==> src/hw/rtl/srtb_pkg.sv <==
// Shared types and constants for the scaled range timer bank.
// Used by the controller, the datapath and the top level; no dependencies.
package srtb_pkg;
  localparam int NUM_TIMERS = 16;
  localparam int ID_W = (NUM_TIMERS > 1) ? $clog2(NUM_TIMERS) : 1;
  localparam int CNT_W = $clog2(NUM_TIMERS + 1);
  localparam logic [16:0] SCALE_ONE = 17'd65536;

  localparam logic [1:0] ACT_TICK    = 2'd0;
  localparam logic [1:0] ACT_ENABLE  = 2'd1;
  localparam logic [1:0] ACT_DISABLE = 2'd2;
  localparam logic [1:0] ACT_SCALE   = 2'd3;

  localparam logic [1:0] PH_IDLE  = 2'd0;
  localparam logic [1:0] PH_WAIT  = 2'd1;
  localparam logic [1:0] PH_SCALE = 2'd2;

  // Controller to datapath.
  typedef struct packed {
    logic          load;     // capture the accepted item
    logic          apply;    // apply enable/disable/scale
    logic          tick_inc; // advance time
    logic          rd;       // read timer entry scan_id
    logic          eval;     // evaluate the entry read by the preceding rd
    logic [ID_W-1:0] scan_id;
  } srtb_cmd_t;

  // Datapath to controller.
  typedef struct packed {
    logic is_tick;
    logic expire;  // evaluated entry expired
  } srtb_sts_t;
endpackage

==> src/hw/rtl/srtb_datapath.sv <==
// Timer storage, time base, scale register and expiry evaluation.
// Depends on srtb_pkg.
module srtb_datapath import srtb_pkg::*; (
  input  logic        clk,
  input  logic        rst_n,
  input  srtb_cmd_t   cmd,
  input  logic [1:0]  in_action,
  input  logic [3:0]  in_timer_id,
  input  logic [23:0] in_min_ms,
  input  logic [23:0] in_max_ms,
  input  logic [16:0] in_scale_value,
  output srtb_sts_t   sts
);
  logic [1:0]  phase_r [NUM_TIMERS];
  logic [31:0] start_mem [NUM_TIMERS];
  logic [23:0] wait_mem [NUM_TIMERS];
  logic [24:0] span_mem [NUM_TIMERS];
  logic [31:0] now_r;
  logic [16:0] scale_r;
  logic [1:0]  act_r;
  logic [3:0]  id_r;
  logic [23:0] min_r, max_r;
  logic [16:0] sv_r;
  logic [31:0] st_q;
  logic [23:0] wt_q;
  logic [24:0] sp_q;
  logic [ID_W-1:0] eid_r;
  logic [1:0]  ph_q;
  logic [31:0] el_wait, el_scale;
  logic        wait_done, to_scale, due, expire;
  logic [41:0] prod;
  logic        id_ok;

  assign id_ok = ({28'd0, id_r} < 32'(NUM_TIMERS));

  always_ff @(posedge clk) begin
    if (cmd.load) begin
      act_r <= in_action; id_r <= in_timer_id; min_r <= in_min_ms;
      max_r <= in_max_ms; sv_r <= in_scale_value;
    end
    if (cmd.rd) begin
      st_q <= start_mem[cmd.scan_id];
      wt_q <= wait_mem[cmd.scan_id];
      sp_q <= span_mem[cmd.scan_id];
      eid_r <= cmd.scan_id;
    end
    if (cmd.apply && act_r == ACT_ENABLE && id_ok) begin
      start_mem[id_r[ID_W-1:0]] <= now_r;
      wait_mem[id_r[ID_W-1:0]] <= min_r;
      span_mem[id_r[ID_W-1:0]] <= (min_r == 24'd0) ? {1'b0, max_r}
                                 : ({1'b0, max_r} - {1'b0, min_r});
    end else if (cmd.eval && to_scale) begin
      start_mem[eid_r] <= now_r;
    end
  end

  // Scaling compare uses the span against elapsed; on a wait exit elapsed is 0.
  assign ph_q = phase_r[eid_r];
  assign el_wait = now_r - st_q;
  assign wait_done = (ph_q == PH_WAIT) && (el_wait >= {8'd0, wt_q});
  assign to_scale = wait_done && !sp_q[24];
  assign el_scale = to_scale ? 32'd0 : el_wait;
  assign prod = {17'd0, sp_q} * {25'd0, scale_r};
  assign due = ({el_scale, 16'd0} >= {6'd0, prod});
  assign expire = (wait_done && sp_q[24]) ||
                  ((ph_q == PH_SCALE || to_scale) && due);
  assign sts.expire = expire;
  assign sts.is_tick = (act_r == ACT_TICK);

  always_ff @(posedge clk) begin
    if (!rst_n) begin
      now_r <= 32'd0;
      scale_r <= SCALE_ONE;
      for (int i = 0; i < NUM_TIMERS; i++) phase_r[i] <= PH_IDLE;
    end else begin
      if (cmd.tick_inc) now_r <= now_r + 32'd1;
      if (cmd.apply) begin
        case (act_r)
          ACT_ENABLE: if (id_ok)
            phase_r[id_r[ID_W-1:0]] <= (min_r == 24'd0) ? PH_SCALE : PH_WAIT;
          ACT_DISABLE: if (id_ok) phase_r[id_r[ID_W-1:0]] <= PH_IDLE;
          ACT_SCALE: scale_r <= (sv_r > SCALE_ONE) ? SCALE_ONE : sv_r;
          default: ;
        endcase
      end
      if (cmd.eval) begin
        if (expire) phase_r[eid_r] <= PH_IDLE;
        else if (to_scale) phase_r[eid_r] <= PH_SCALE;
      end
    end
  end
endmodule

==> src/hw/rtl/srtb_ctrl.sv <==
// Sequencer: accepts items, scans timers on a tick and emits results.
// Depends on srtb_pkg.
module srtb_ctrl import srtb_pkg::*; (
  input  logic      clk,
  input  logic      rst_n,
  input  logic      in_valid,
  output logic      in_ready,
  output logic      out_valid,
  input  logic      out_ready,
  output logic      out_fired,
  output logic [3:0] out_fired_id,
  output logic      out_last,
  output srtb_cmd_t cmd,
  input  srtb_sts_t sts
);
  typedef enum logic [4:0] {
    S_IDLE = 5'b00001, S_DEC = 5'b00010, S_RD = 5'b00100,
    S_EVAL = 5'b01000, S_OUT = 5'b10000
  } state_t;
  state_t state_r, state_nxt;
  logic [CNT_W-1:0] idx_r, idx_nxt;   // next entry to read
  logic [CNT_W-1:0] nout_r, nout_nxt; // results found in this tick
  logic             pend_r, pend_nxt; // a found expiry waits for its last flag
  logic [3:0]       pid_r, pid_nxt;
  logic             ov_r, ov_nxt, of_r, of_nxt, ol_r, ol_nxt;
  logic [3:0]       oid_r, oid_nxt;
  logic             done_scan;

  assign in_ready = (state_r == S_IDLE);
  assign out_valid = ov_r;
  assign out_fired = of_r;
  assign out_fired_id = oid_r;
  assign out_last = ol_r;
  assign done_scan = (idx_r == CNT_W'(NUM_TIMERS)) || (nout_r == CNT_W'(16));

  always_comb begin
    state_nxt = state_r; idx_nxt = idx_r; nout_nxt = nout_r;
    pend_nxt = pend_r; pid_nxt = pid_r;
    ov_nxt = ov_r && !out_ready; of_nxt = of_r; oid_nxt = oid_r; ol_nxt = ol_r;
    cmd = '0;
    cmd.scan_id = idx_r[ID_W-1:0];
    case (state_r)
      S_IDLE: if (in_valid) begin
        cmd.load = 1'b1; state_nxt = S_DEC;
      end
      S_DEC: if (!ov_nxt) begin
        if (sts.is_tick) begin
          cmd.tick_inc = 1'b1; idx_nxt = '0; nout_nxt = '0; pend_nxt = 1'b0;
          state_nxt = S_RD;
        end else begin
          cmd.apply = 1'b1;
          ov_nxt = 1'b1; of_nxt = 1'b0; oid_nxt = 4'd0; ol_nxt = 1'b1;
          state_nxt = S_IDLE;
        end
      end
      S_RD: if (done_scan) begin
        state_nxt = S_OUT;
      end else begin
        cmd.rd = 1'b1; idx_nxt = idx_r + CNT_W'(1); state_nxt = S_EVAL;
      end
      S_EVAL: if (!(pend_r && sts.expire && ov_nxt)) begin
        // A found expiry is held until the next one or the end of the scan so the last flag can be set on it.
        cmd.eval = 1'b1;
        if (sts.expire) begin
          if (pend_r) begin
            ov_nxt = 1'b1; of_nxt = 1'b1; oid_nxt = pid_r; ol_nxt = 1'b0;
          end
          pend_nxt = 1'b1;
          pid_nxt = 4'(idx_r - CNT_W'(1));
          nout_nxt = nout_r + CNT_W'(1);
        end
        state_nxt = S_RD;
      end
      S_OUT: if (!ov_nxt) begin
        ov_nxt = 1'b1; ol_nxt = 1'b1;
        of_nxt = pend_r; oid_nxt = pend_r ? pid_r : 4'd0;
        state_nxt = S_IDLE;
      end
      default: state_nxt = S_IDLE;
    endcase
  end

  always_ff @(posedge clk) begin
    if (!rst_n) begin
      state_r <= S_IDLE; idx_r <= '0; nout_r <= '0; pend_r <= 1'b0; ov_r <= 1'b0;
    end else begin
      state_r <= state_nxt; idx_r <= idx_nxt; nout_r <= nout_nxt;
      pend_r <= pend_nxt; ov_r <= ov_nxt;
    end
    pid_r <= pid_nxt; of_r <= of_nxt; oid_r <= oid_nxt; ol_r <= ol_nxt;
  end
endmodule

==> src/hw/rtl/scaled_range_timer_bank.sv <==
// Top level of the scaled range timer bank: controller plus datapath.
// Depends on srtb_pkg, srtb_ctrl and srtb_datapath.
//
//   channel  direction  handshake              payload
//   in       input      in_valid / in_ready    action, timer_id, min_ms, max_ms, scale_value
//   out      output     out_valid / out_ready  fired, fired_id, last
//
// An enable, disable or scale item is accepted, then decoded and applied. A tick is
// accepted and decoded, then the scan reads one timer entry in S_RD and evaluates it in
// S_EVAL before the next read, over a single storage read port; after the end of scan
// the final result is sent.
// Reset clears the time base, all timer phases and sets the scale to 1.0.
// A stalled result transfer holds the scan until the output register frees.
module scaled_range_timer_bank import srtb_pkg::*; (
  input  logic        clk,
  input  logic        rst_n,
  input  logic        in_valid,
  output logic        in_ready,
  input  logic [1:0]  in_action,
  input  logic [3:0]  in_timer_id,
  input  logic [23:0] in_min_ms,
  input  logic [23:0] in_max_ms,
  input  logic [16:0] in_scale_value,
  output logic        out_valid,
  input  logic        out_ready,
  output logic        out_fired,
  output logic [3:0]  out_fired_id,
  output logic        out_last
);
  srtb_cmd_t cmd;
  srtb_sts_t sts;

  // The controller sequences the scan; the datapath holds all timer state.
  srtb_ctrl u_ctrl (
    .clk, .rst_n, .in_valid, .in_ready, .out_valid, .out_ready,
    .out_fired, .out_fired_id, .out_last, .cmd, .sts
  );

  srtb_datapath u_dp (
    .clk, .rst_n, .cmd, .in_action, .in_timer_id, .in_min_ms, .in_max_ms,
    .in_scale_value, .sts
  );

  // An acknowledgement never reports a timer.
  a_ack_clean: assert property (@(posedge clk) disable iff (!rst_n)
    (out_valid && !out_fired) |-> (out_last && out_fired_id == 4'd0))
    else $error("acknowledgement carries a timer id");

  // No new item is taken while a tick scan is in progress.
  a_no_accept_scan: assert property (@(posedge clk) disable iff (!rst_n)
    (cmd.rd || cmd.eval) |-> !in_ready)
    else $error("input ready during scan");

  // Storage is never updated by an item and a scan in the same cycle.
  a_apply_excl: assert property (@(posedge clk) disable iff (!rst_n)
    !(cmd.apply && (cmd.eval || cmd.tick_inc)))
    else $error("apply overlaps scan");
endmodule
==> config.mk <==
export PLATFORM = sky130hd
export DESIGN_NAME = scaled_range_timer_bank
export DESIGN_NICKNAME = d
export VERILOG_FILES = /design/src/hw/rtl/srtb_pkg.sv /design/src/hw/rtl/srtb_datapath.sv /design/src/hw/rtl/srtb_ctrl.sv /design/src/hw/rtl/scaled_range_timer_bank.sv
export SDC_FILE = /design/constraint.sdc
export NUM_CORES = 2
export LEC_CHECK = 0
export ABC_CLOCK_PERIOD_IN_PS = 13030
export BUFFER_PORTS_ARGS = -buffer_cell sky130_fd_sc_hd__buf_2
export CAP_MARGIN = 5
export CELL_PAD_IN_SITES_DETAIL_PLACEMENT = 1
export CELL_PAD_IN_SITES_GLOBAL_PLACEMENT = 2
export CORE_ASPECT_RATIO = 1.2
export CORE_MARGIN = 2
export CORE_UTILIZATION = 43
export CTS_BUF_LIST = sky130_fd_sc_hd__clkbuf_2
export CTS_CLUSTER_SIZE = 25
export DETAILED_ROUTE_END_ITERATION = 8
export HOLD_SLACK_MARGIN = 0.03
export MAX_ROUTING_LAYER = met4
export PLACE_DENSITY = 0.8
export SLEW_MARGIN = 5
export SYNTH_ARGS = -nofsm -noshare
export SYNTH_HDL_FRONTEND = slang
export SYNTH_SLANG_ARGS = --single-unit
==> constraint.sdc <==
create_clock -name clk -period 13.03 [get_ports clk]
set_clock_uncertainty 0.2 [all_clocks]
set_input_delay 1.303 -clock clk [delete_from_list [all_inputs] [get_ports clk]]
set_output_delay 1.303 -clock clk [all_outputs]
set_load 0.005 [all_outputs]
* Word-level counts from Yosys, hierarchy flattened
Memory sizes are Yosys's and may differ from the RTL's. A register that Yosys moved wholly into a read port is not among the register bits.
Index checks and enable logic that the tools add are counted.
** Storage, ports and cells
- Bits in read-only memories :: 0
- Input bits :: 75
- RAM bits :: 1328
- Output and inout bits :: 8
- Bits in registers :: 151
- Bits in latches :: 0
- Memories :: 4
** Memories
- u_dp.start_mem :: depth 16, bits a word 32, read ports 1, clocked after Yosys merged registers in 1, write ports 1, line srtb_datapath.sv:15 : logic [31:0] start_mem [NUM_TIMERS];
- u_dp.span_mem :: depth 16, bits a word 25, read ports 1, clocked after Yosys merged registers in 1, write ports 1, line srtb_datapath.sv:17 : logic [24:0] span_mem [NUM_TIMERS];
- u_dp.wait_mem :: depth 16, bits a word 24, read ports 1, clocked after Yosys merged registers in 1, write ports 1, line srtb_datapath.sv:16 : logic [23:0] wait_mem [NUM_TIMERS];
- u_dp.phase_r :: depth 16, bits a word 2, read ports 1, clocked after Yosys merged registers in 1, write ports 16, line srtb_datapath.sv:14 : logic [1:0] phase_r [NUM_TIMERS];
** Operators by class
- $add $sub $neg :: 6
- Multiply operators :: 1
- Multiplexer cells :: 95
- Bitwise logic cells :: 3
- Equality and inequality tests :: 21
- Order comparisons :: 3
- Divide/modulo/power cells :: 0
- Reduce and logical (&&, ||, !) cells :: 28
- Shifts and indexed selects :: 0
** Operator list (number)
- 32-bit two-way mux :: 2
- 1-bit two-way mux :: 54
- 5-bit two-way mux :: 10
- 48-bit by 42-bit >= comparator with 1-bit output :: 1
- 4-bit two-way mux :: 11
- 25-bit by 17-bit multiplier with 42-bit output :: 1
- 32-bit by 1-bit adder with 32-bit output (second input constant) :: 1
- 32-bit by 24-bit >= comparator with 1-bit output :: 1
- 32-bit OR reduction :: 1
- 32-bit subtractor :: 1
- 25-bit two-way mux :: 1
- 5-bit one-hot mux with 5 select lines :: 1
- 24-bit by 24-bit subtractor with 25-bit output :: 1
- 24-bit zero test :: 1
- 5-bit one-hot mux with 2 select lines :: 2
- 17-bit greater-than comparator (second input constant) :: 1
- 17-bit two-way mux :: 1
- 5-bit == test (second input constant) :: 3
- 2-bit two-way mux :: 7
- 2-bit != test (second input constant) :: 7
- 4-bit one-hot mux with 3 select lines :: 1
- 5-bit by 1-bit adder with 5-bit output (second input constant) :: 2
- 1-bit logical AND :: 9
- 1-bit one-hot mux with 3 select lines :: 3
- other kinds (23) :: 34

* Longest topological paths before layout
- Depth in word-level cells :: 18
- Depth in mapped cells :: 40
- Gate-level depth less buffers :: 38

* Modules after synthesis
A second synthesis with hierarchy kept.
** Unflattened totals
- Cell total of the unflattened synthesis :: 4936
- Area total of the unflattened synthesis :: 77642.0 um2
** By module, submodules not included
- srtb_datapath :: cells each 4777, area an instance 76129.3 um2, sequential area each 45463.6 um2, times used 1
- srtb_ctrl :: cells each 159, area an instance 1512.7 um2, sequential area each 640.6 um2, times used 1

* Worst setup path after synthesis
OpenSTA, ideal clock, no wires.
- Path kind :: register to register
- Start :: register u_dp.scale_r[8]
- End :: memory u_dp.start_mem[0][0] (enable)
- Slack :: 2.662 ns
- Clock period less this slack :: 10.368 ns
- Cell stages (with the launch flop) :: 36
- Setup time :: 0.436 ns
- Data required time :: 12.394 ns
- Arrival :: 9.732 ns
- Path through :: dfxtp_1 -> clkbuf_1 -> clkbuf_1 -> nand2_1 -> fa_1 -> inv_1 -> fa_1 -> inv_1 -> fa_1 -> inv_1 -> fa_1 -> fa_1 -> inv_1 -> fa_1 -> inv_1 -> ha_1 -> o21a_1 -> o211ai_1 -> a221o_1 -> a211oi_1 -> o21a_1 -> nand3_1 -> a31oi_1 -> a41oi_1 -> nand2b_1 -> a21oi_1 -> xor2_1 -> ha_1 -> a211oi_1 -> nand4_1 -> o31ai_1 -> nand2b_1 -> a21oi_4 -> buf_8 -> o2111ai_1 -> a22oi_1
** On the way
- Cells in the longest elaborated chain, start to end :: 14
- Elaborated cells between the ends (all ways) :: 15
- Classes of those cells :: mul: 1; order compare: 1; mux: 7; reduce/logical: 6
** RTL lines
- start: declaration :: line srtb_datapath.sv:19 : logic [16:0] scale_r;
- start signal: assignment :: line srtb_datapath.sv:82 : ACT_SCALE: scale_r <= (sv_r > SCALE_ONE) ? SCALE_ONE : sv_r;
- 25-bit by 17-bit multiplier with 42-bit output (*) :: line srtb_datapath.sv:63 : assign prod = {17'd0, sp_q} * {25'd0, scale_r};
- 48-bit by 42-bit >= comparator with 1-bit output (*) :: line srtb_datapath.sv:64 : assign due = ({el_scale, 16'd0} >= {6'd0, prod});
- 1-bit logical AND (*) :: line srtb_datapath.sv:66 : ((ph_q == PH_SCALE || to_scale) && due);
- 1-bit logical OR (*) :: line srtb_datapath.sv:65 : assign expire = (wait_done && sp_q[24]) ||
- 1-bit logical AND (*) (2 in a row) :: line srtb_ctrl.sv:61 : S_EVAL: if (!(pend_r && sts.expire && ov_nxt)) begin
- 1-bit two-way mux (*) :: line srtb_ctrl.sv:61
- 1-bit two-way mux (*) :: line srtb_ctrl.sv:42 : case (state_r)
- 1-bit logical AND (*) :: line srtb_datapath.sv:52 : end else if (cmd.eval && to_scale) begin
- 1-bit two-way mux (*) :: line srtb_datapath.sv:52
- 1-bit two-way mux (*) :: line srtb_datapath.sv:47 : if (cmd.apply && act_r == ACT_ENABLE && id_ok) begin
- 1-bit two-way mux (not written as such) (*) :: line srtb_datapath.sv:53 : start_mem[eid_r] <= now_r;
- 32-bit OR reduction (no source line)
- 4-bit two-way mux (no source line) or 1-bit two-way mux (tied branches)
- end: declaration :: line srtb_datapath.sv:15
Mark *: on every way between the ends. The rest lies on a longest branch, timed or not.

* Worst setup path after layout
- Start :: register u_dp.scale_r[2]
- End :: memory u_dp.start_mem[7][4] (enable)
The elaborated chain is that of the path after synthesis.

==> flow_summary_export.csv <==
group,metric,value,unit
grt,antenna_found_initial,8,
synthesis,yosysUniqueCellTypes,99,
cts,post_cts_resized,0,
worst_setup_path,cp_slowest_cell,"dfxtp_1",
worst_setup_path,start_kind,"register",
worst_setup_path,arrival,13090,ps
floorplanning,core-area,179000,sq um
synthesis,synth_ff_type,"edfxtp_1",
worst_setup_path,required,14180,ps
power,power_density,109,nW/um^2
cts,h-tree-depth,5,
synthesis,synth_nets,5473,
sta,tightest_slew,1190,ps
worst_setup_path,ff2ff_setup_slack,1090,ps
worst_setup_path,criticalPathCategory,"register to register",
sta,post-route-period-util,91.6,%
sta,fin_hold_ws,319,ps
routing,wl_per_cell,25.9,um
synthesis,avgSynthCellArea,16.0,sq um
worst_setup_path,reg2reg_to,"u_dp.start_mem[7][4]",
synthesis,synth_edf_count,1494,
sta,setup_viol,0,
worst_setup_path,endpoint_kind,"register",
sta,finalSetupTns,0,ps
sta,max-slew-margin-rel,20.6,%
final_layout,final_cell_mix,"1494 x edfxtp_1, 559 x clkbuf_2, 539 x inv_1",
power,comb_power_share,4.4,%
place,gp_congestion,0.867,
floorplanning,ios,83,
worst_hold_path,hold_end,"u_ctrl.nout_r[4]",
worst_hold_path,worstHoldStart,"u_ctrl.nout_r[4]",
routing,drc_errors,0,
worst_setup_path,r2r-start,"u_dp.scale_r[2]",
grt,grt_first_pass_wirelength,315000,um
grt,grtUsageTotal,23.9,%
power,internal-power,0.00704,W
synthesis,synth_area,77200,sq um
floorplanning,die_y,468,um
worst_hold_path,hold_class,"register to register",
power,p_clk_share,35.3,%
sta,drv_slew,0,
grt,gr-total-overflow,0,
place,port_buffers,82,
synthesis,ys_seq_area_share,60.0,%
floorplanning,dieArea,183000,sq um
cts,root_buffer,"clkbuf_2",
synthesis,yosys_warnings,0,
sta,hold_violations,0,
sta,min_period,11940,ps
synthesis,syn_inst,4825,
routing,drt_first_iter_violations,3261,
power,leakagePower,31.8,nW
job,maxCapViolations,0,
cts,worstSkewPairLatency,1800,ps
cts,cts_sinks,1564,
worst_setup_path,cpPeakStageDelay,1020,ps
power,power.share.sequential,60.3,%
cts,cts_made_buffers,391,
routing,wl,207000,um
synthesis,synth_seq_cells,1564,
cts,clk_pin_slew,110,ps
sta,rsz0062_at_grt,"no",
cts,cts_tree,"done",
routing,viasPerCell,5.54,
power,switching_power,0.00234,W
place,place_hpwl,133000,um
synthesis,async_reset_ff_share,0,%
worst_setup_path,rr_worst_depth,35,
power,ir_worst_vdd,80.8,uV
floorplanning,start_util,43.2,%
worst_setup_path,crit_top_cell,"fa_1",
worst_setup_path,crit_fanout,26,
floorplanning,fp-row-count,170,
outcome,run_status,"finished, final reports clean",
routing,vias,44300,
final_layout,drive_gt1_share,23.2,%
final_layout,layout_commonest_cell,"edfxtp_1",
final_layout,final_net_count,6021,
sta,clock.fmax,83.8,MHz
cts,clock_path_buffers,4,
grt,grt_pass1_vias,48900,
floorplanning,die_w,391,um
routing,first_pass_iters,5,
power,sw_frac_of_total,24.9,%
grt,grt_max_degree,140,
worst_hold_path,hold_depth,2,
final_layout,area_growth,11.4,%
routing,ant_nets,0,
[worst max path at each step]
| stage | startpoint | endpoint | slack, ps | depth (start not counted) |
|---|---|---|---|---|
| floorplan | u_dp.scale_r[8] | u_dp.start_mem[0][0] | 2660 | 35 |
| global placement | u_dp.scale_r[2] | u_dp.start_mem[7][17] | 1250 | 35 |
| detailed placement | u_dp.scale_r[3] | u_dp.start_mem[7][17] | 1090 | 35 |
| CTS | u_dp.scale_r[2] | u_dp.start_mem[7][4] | 770 | 35 |
| global route | u_dp.scale_r[3] | u_dp.start_mem[3][2] | 210 | 34 |
| finish | u_dp.scale_r[2] | u_dp.start_mem[7][4] | 1090 | 35 |
[kinds of logic after synthesis]
family	count (synthesis)	share of synthesized area, %
AO/OA/AOI/OAI	394	3.68
XOR/XNOR	111	1.26
multiplexers	424	12.2
AND/OR/NAND/NOR	1010	6.51
buffers and inverters	749	3.71
adder cells (fa/ha/maj)	573	12.7
flip-flops	1564	60.0
[sequential cells by signal (all words and copies together) (netlist names), 5 cells and up, named ones only]
signal          count
u_dp.phase_r       32
u_dp.wait_mem     384
u_dp.st_q          32
u_dp.wt_q          24
u_dp.sp_q          25
u_dp.sv_r          17
u_dp.scale_r       17
u_dp.start_mem    512
u_ctrl.nout_r       5
u_dp.max_r         24
u_dp.now_r         32
u_dp.min_r         24
u_dp.span_mem     400
u_ctrl.idx_r        5
u_ctrl.state_r      5
[cells in the mapped netlist, drive strengths merged (67+ instances only)]
cell type	number	area (sq um)
xnor2	73	639
fa	346	6930
dfxtp	70	1400
nand3	67	335
edfxtp	1494	44900
clkbuf	163	612
nand2	391	1470
a21oi	94	497
mux4	415	9350
nor2	127	479
ha	227	2840
o21ai	68	340
and2	202	1260
inv	542	2030
[power groups by stage]
stage / logic [W] / clock network (W) / registers [W]
5_1_grt: 0.000457 / 0.00365 / 0.00566
4_1_cts: 0.000410 / 0.00341 / 0.00566
6_report: 0.000414 / 0.00331 / 0.00566
3_5_place_dp: 0.000373 / 0 / 0.00577
2_1_floorplan: 0.000213 / 0 / 0.00575
3_3_place_gp: 0.000352 / 0 / 0.00577
[routing by layer]
layer	part of all wire (%)	vias to the layer above	global-route usage, %
met5	0	-	-
met4	2.2	0	6.84
met3	4.9	314	3.49
met2	51	1431	39.5
met1	42	23400	30.9
li1	-	19100	-
[area by class of cell]
type	count	area (sq um)
Fill cell	17700	92700
Multi-Input combinational cell	2512	28300
Clock buffer	559	2800
Tap cell	2322	2910
Timing Repair Buffer	361	2910
Sequential cell	1564	46300
Antenna cell	8	20.0
Clock inverter	124	696
Inverter	543	2040
[timing repair]
item / CTS / global route
hold buffers: 150 / 0
buffers inserted: 0 / 0
endpoints found under the hold margin: 127 / 0
endpoints found under the setup margin: 0 / 0
[worst max-delay path: cells and delay by family, from the launching register on]
kind,cells,cell delay (ps)
buffers and inverters,6,650
XOR/XNOR,1,150
AND/OR/NAND/NOR,5,1080
flip-flops,1,1020
adder cells (fa/ha/maj),8,3760
AO/OA/AOI/OAI,15,4610
[metrics by stage]
stage | total power (W) | utilization (%) | std cells | instance area [sq um] | setup WS [ps]
3_3_place_gp | 0.00612 | 45.3 | 7152 | 81000 | 1250
4_1_cts | 0.00948 | 48.1 | 7985 | 86000 | 774
5_1_grt | 0.00977 | 48.1 | 7993 | 86000 | 213
3_5_place_dp | 0.00615 | 45.3 | 7152 | 81000 | 1090
2_1_floorplan | 0.00596 | - | 4825 | 77200 | 2660
6_report | 0.00938 | 48.1 | 7993 | 86000 | 1090
(Power assumes the default switching activity.)
